File: config.mk
export PLATFORM = sky130hd
export DESIGN_NAME = talla_cmp
export DESIGN_NICKNAME = d
export VERILOG_FILES = /design/src/rtl/core/tunnel_address_lease_allocator_macros.svh /design/src/rtl/core/talla_pkg.sv /design/src/rtl/core/talla_cmp.sv
export SDC_FILE = /design/constraint.sdc
export NUM_CORES = 1
export LEC_CHECK = 0
export BUFFER_PORTS_ARGS = -buffer_cell sky130_fd_sc_hd__buf_2
export CORE_AREA = 2 2 178 180
export DETAILED_ROUTE_END_ITERATION = 10
export DIE_AREA = 0 0 180 182
export GPL_TIMING_DRIVEN = 0
export PLACE_DENSITY = 0.43
export REMOVE_ABC_BUFFERS = 1
export SLEW_MARGIN = 20
export SYNTH_ARGS = -nofsm -noshare
export SYNTH_HDL_FRONTEND = slang
export SYNTH_SLANG_ARGS = --single-unit
export TNS_END_PERCENT = 50
File: constraint.sdc
create_clock -name vclk -period 2.1
set_clock_uncertainty 0.2 [all_clocks]
set_input_delay 0.21 -clock vclk [all_inputs]
set_output_delay 0.21 -clock vclk [all_outputs]
set_load 0.05 [all_outputs]
File: src/rtl/core/tunnel_address_lease_allocator_macros.svh
// ----------------------------------------------------------------------------
// Assertion macros for the tunnel address lease allocator
// Clocked, reset-qualified property wrappers used by the RTL.
// ----------------------------------------------------------------------------
`ifndef TUNNEL_ADDRESS_LEASE_ALLOCATOR_MACROS_SVH
`define TUNNEL_ADDRESS_LEASE_ALLOCATOR_MACROS_SVH

// Property must hold at every clock edge out of reset
`define TALLA_ASSERT(name, prop, msg) \
  name: assert property (@(posedge clk) disable iff (!rst_n) prop) else $error(msg);

// Condition must never be seen out of reset
`define TALLA_NEVER(name, cond, msg) \
  name: assert property (@(posedge clk) disable iff (!rst_n) !(cond)) else $error(msg);

`endif

File: src/rtl/core/talla_pkg.sv
// ----------------------------------------------------------------------------
// talla_pkg
// Shared types and constants of the tunnel address lease allocator.
// ----------------------------------------------------------------------------
package talla_pkg;

  localparam int LEASE_ENTRIES     = 256;
  localparam int IDX_W             = $clog2(LEASE_ENTRIES);
  localparam int CNT_W             = IDX_W + 1;
  localparam int FIRST_SCAN_OFFSET = 100;
  localparam int TOP_OFFSET        = 255;
  localparam int SCAN_LEN          = TOP_OFFSET - FIRST_SCAN_OFFSET;

  // request codes
  localparam logic [1:0] REQ_RESERVE = 2'd0;
  localparam logic [1:0] REQ_RELEASE = 2'd1;
  localparam logic [1:0] REQ_RECORD  = 2'd2;

  // status codes
  localparam logic [1:0] ST_OK        = 2'd0;
  localparam logic [1:0] ST_EXHAUSTED = 2'd1;
  localparam logic [1:0] ST_FULL      = 2'd2;

  // one lease table word
  typedef struct packed {
    logic [63:0] dev_hi;
    logic [63:0] dev_lo;
    logic [7:0]  off;
    logic [31:0] seen;
    logic        act;
  } lease_t;

  // compare unit results
  typedef struct packed {
    logic match;
    logic cand;
    logic older;
  } cmp_res_t;

endpackage

File: src/rtl/core/talla_cmp.sv
// ----------------------------------------------------------------------------
// talla_cmp
// Shared compare unit: identity match and eviction candidate / age order.
// ----------------------------------------------------------------------------
module talla_cmp import talla_pkg::*; (
  input  lease_t      entry,
  input  logic        entry_valid,
  input  logic        entry_in_use,
  input  logic [63:0] key_hi,
  input  logic [63:0] key_lo,
  input  logic [31:0] best_seen,
  input  logic [63:0] best_hi,
  input  logic [63:0] best_lo,
  output cmp_res_t    res
);

  logic older_w;

  // identity match
  assign res.match = entry_valid && (entry.dev_hi == key_hi) && (entry.dev_lo == key_lo);

  // inactive lease inside the scan range whose address is free
  assign res.cand = entry_valid && !entry.act &&
                    (entry.off >= 8'(FIRST_SCAN_OFFSET)) &&
                    (entry.off < 8'(TOP_OFFSET)) && !entry_in_use;

  // age order, ties broken by smaller identifier
  always_comb begin
    if (entry.seen != best_seen) begin
      older_w = entry.seen < best_seen;
    end else if (entry.dev_hi != best_hi) begin
      older_w = entry.dev_hi < best_hi;
    end else begin
      older_w = entry.dev_lo < best_lo;
    end
  end

  assign res.older = older_w;

endmodule

==> flow_metrics.tcl <==
set metrics [dict create \
    status "finished, violations left" \
    violations "setup timing" \
    initialDrtViolationCount 251 \
    dp_hpwl_um 35800 \
    cpPeakStageDelay_ns 0.38 \
    avgSynthCellArea_um2 6.94 \
    fin_nets 1906 \
    core_um2 31000 \
    start_util_pct 18.3 \
    worstMarginPinSlew_ns 0.731 \
    p_leak_nw 5.28 \
    hold_viol 0 \
    drt_wl_total_um 37800 \
    fin_hold_ws_ns 0.685 \
    dpl_worst_slack_ns -1.31 \
    grt_pass1_wl_um 52000 \
    worstSetupEndpointType "output port" \
    fin_area_um2 9200 \
    regArea_um2 0 \
    worst_slack_ns -0.636 \
    drv_cap 0 \
    wire_per_inst_um 22.4 \
    ant_nets 0 \
    hold_path_class "in -> out" \
    start_kind "primary input" \
    postPlaceCellArea_um2 8470 \
    seq_cells 0 \
    critPathSlowestCell "o41ai_2" \
    ys_top_cells_by_area "ha_1 35%, inv_1 15%, xor2_1 7.6%" \
    slew_viol_final 0 \
    synth_top_area_cell "ha_1" \
    antenna_found_initial 9 \
    via_per_inst 4.56 \
    die_x_um 180 \
    grt.overflow.total 0 \
    fin_crit_ns 2.74 \
    fmax_mhz 366 \
    synth_common_cells "232 x inv_1, 159 x ha_1, 55 x a21oi_1, 49 x xor2_1, 45 x nand4_1" \
    die_h_um 182 \
    ys_warn_count 0 \
    setup_viol 2 \
    arrival_ns 2.33 \
    synth_cell_types 47 \
    syn2layout_area_growth_pct 62.4 \
    finalCritPeriodShare_pct 130 \
    path_class "in -> out" \
    synth.cell_area_um2 5660 \
    ir_drop_v 0.0000676 \
    max_slew_margin_pct 50.8 \
    dr_total_vias 7703 \
    fillers 3564 \
    drcViolationCount 0 \
    port_buffers 462 \
    core.rowCount 65 \
    yosysSeqAreaShare_pct 0 \
    place_congestion 0.846 \
    grt_pass1_vias 7953 \
    synth_top_area_share_pct 35.1 \
    cp_max_fo 2 \
    synth.most_common_cell "inv_1" \
    worst_ep_required_time_ns 1.69 \
    p_per_area_nw_per_um2 197 \
    grt_max_degree 5 \
    die_area_um2 32800 \
    drive_above_1_share_pct 43.4 \
    clockBufferCount 0 \
    cts_hold_buffers 0 \
    crit_chain "buf_8 -> inv_4 -> ha_4 -> a21o_1 -> nand3_2 -> a21oi_2 -> o31a_1 -> o41ai_2 -> a21oi_2 -> o41ai_2 -> buf_4" \
    firstDrtPassIters 5 \
    globalRouteTotalUtil_pct 21.9 \
    rsz0062_at_grt "yes" \
    synth_cells 816 \
    ios 462 \
]
cell families after synthesis:
group / Yosys count / synth area share, %
xor gates and xnor gates: 63 / 9.74
buffers and inverters: 233 / 15.5
adders and majority gates: 159 / 35.1
AOI/OAI and AO/OA: 191 / 23.0
and+or+nand+nor: 170 / 16.6
critical path: cells and delay by family:
kind / cells / cell delay [ns]
AOI/OAI and AO/OA: 6 / 1.43
buffers and inverters: 3 / 0.42
adders and majority gates: 1 / 0.19
and+or+nand+nor: 1 / 0.07
power breakdown:
part	internal [mW]	switching, mW	leakage (nW)
Combinational	0.831	0.979	5.28
Sequential	0	0	0
Clock	0.000000192	0	0.0000190
Total	0.831	0.979	5.28
layout make-up:
cell class	instances	area, µm²	area share, %
Inverter	232	876	9.52
Multi-Input combinational cell	583	5360	58.3
Timing Repair Buffer	471	2450	26.6
Tap cell	402	503	5.47
Antenna cell	3	7.51	0.0816
metrics by stage:
stage          power (mW)  instances  TNS (ns)  utilization [%]
2_1_floorplan       0.746        815     -2.05                -
3_3_place_gp         1.64       1679     -2.06             27.3
3_5_place_dp         1.65       1679     -1.98             27.3
4_1_cts              1.78       1685     -1.02             29.0
5_1_grt              2.01       1689     -1.17             29.7
6_report             1.81       1691     -1.01             29.7
metal layers:
layer  GRT usage (%)  share of wire (%)
met5               0               0.17
met1            24.2                 38
met4            3.35                2.0
met3            4.81                6.7
met2            43.0                 53
path summary, 6_finish.rpt:
check        start  cells past startpoint  slack (ns)      to
max    best_hi[17]                     11       -0.64  res[0]
min    entry_valid                      3        0.69  res[1]
repair_timing:
item / 4_1_cts / 5_1_grt
endpoints found under the hold margin: 0 / 0
setup endpoints to repair: 2 / 2
resized for setup: 86 / 34
setup buffers: 6 / 3
pin swaps: 32 / 18
cell usage in the layout (no fill, tap or decap), types with 6 or more instances in the layout:
| cell type | Yosys | layout |
|---|---|---|
| xnor2_1 | 14 | 14 |
| nand3_1 | 19 | 18 |
| a221oi_2 | 0 | 6 |
| buf_4 | 1 | 13 |
| ha_4 | 0 | 21 |
| nor4_1 | 22 | 9 |
| inv_2 | 0 | 7 |
| a21o_1 | 19 | 19 |
| nand4_1 | 45 | 45 |
| a211oi_1 | 7 | 6 |
| a221oi_1 | 28 | 22 |
| ha_1 | 159 | 136 |
| nor3_1 | 10 | 7 |
| a21oi_1 | 55 | 44 |
| o21ai_0 | 18 | 14 |
| nor4_2 | 1 | 12 |
| a21oi_2 | 0 | 11 |
| buf_2 | 0 | 449 |
| nor2_1 | 21 | 19 |
| o22ai_1 | 22 | 21 |
| inv_1 | 232 | 223 |
| xor2_1 | 49 | 49 |
| buf_6 | 0 | 8 |
| o2bb2ai_1 | 17 | 17 |
| nand2_1 | 31 | 31 |
(Power assumes the default switching activity.)
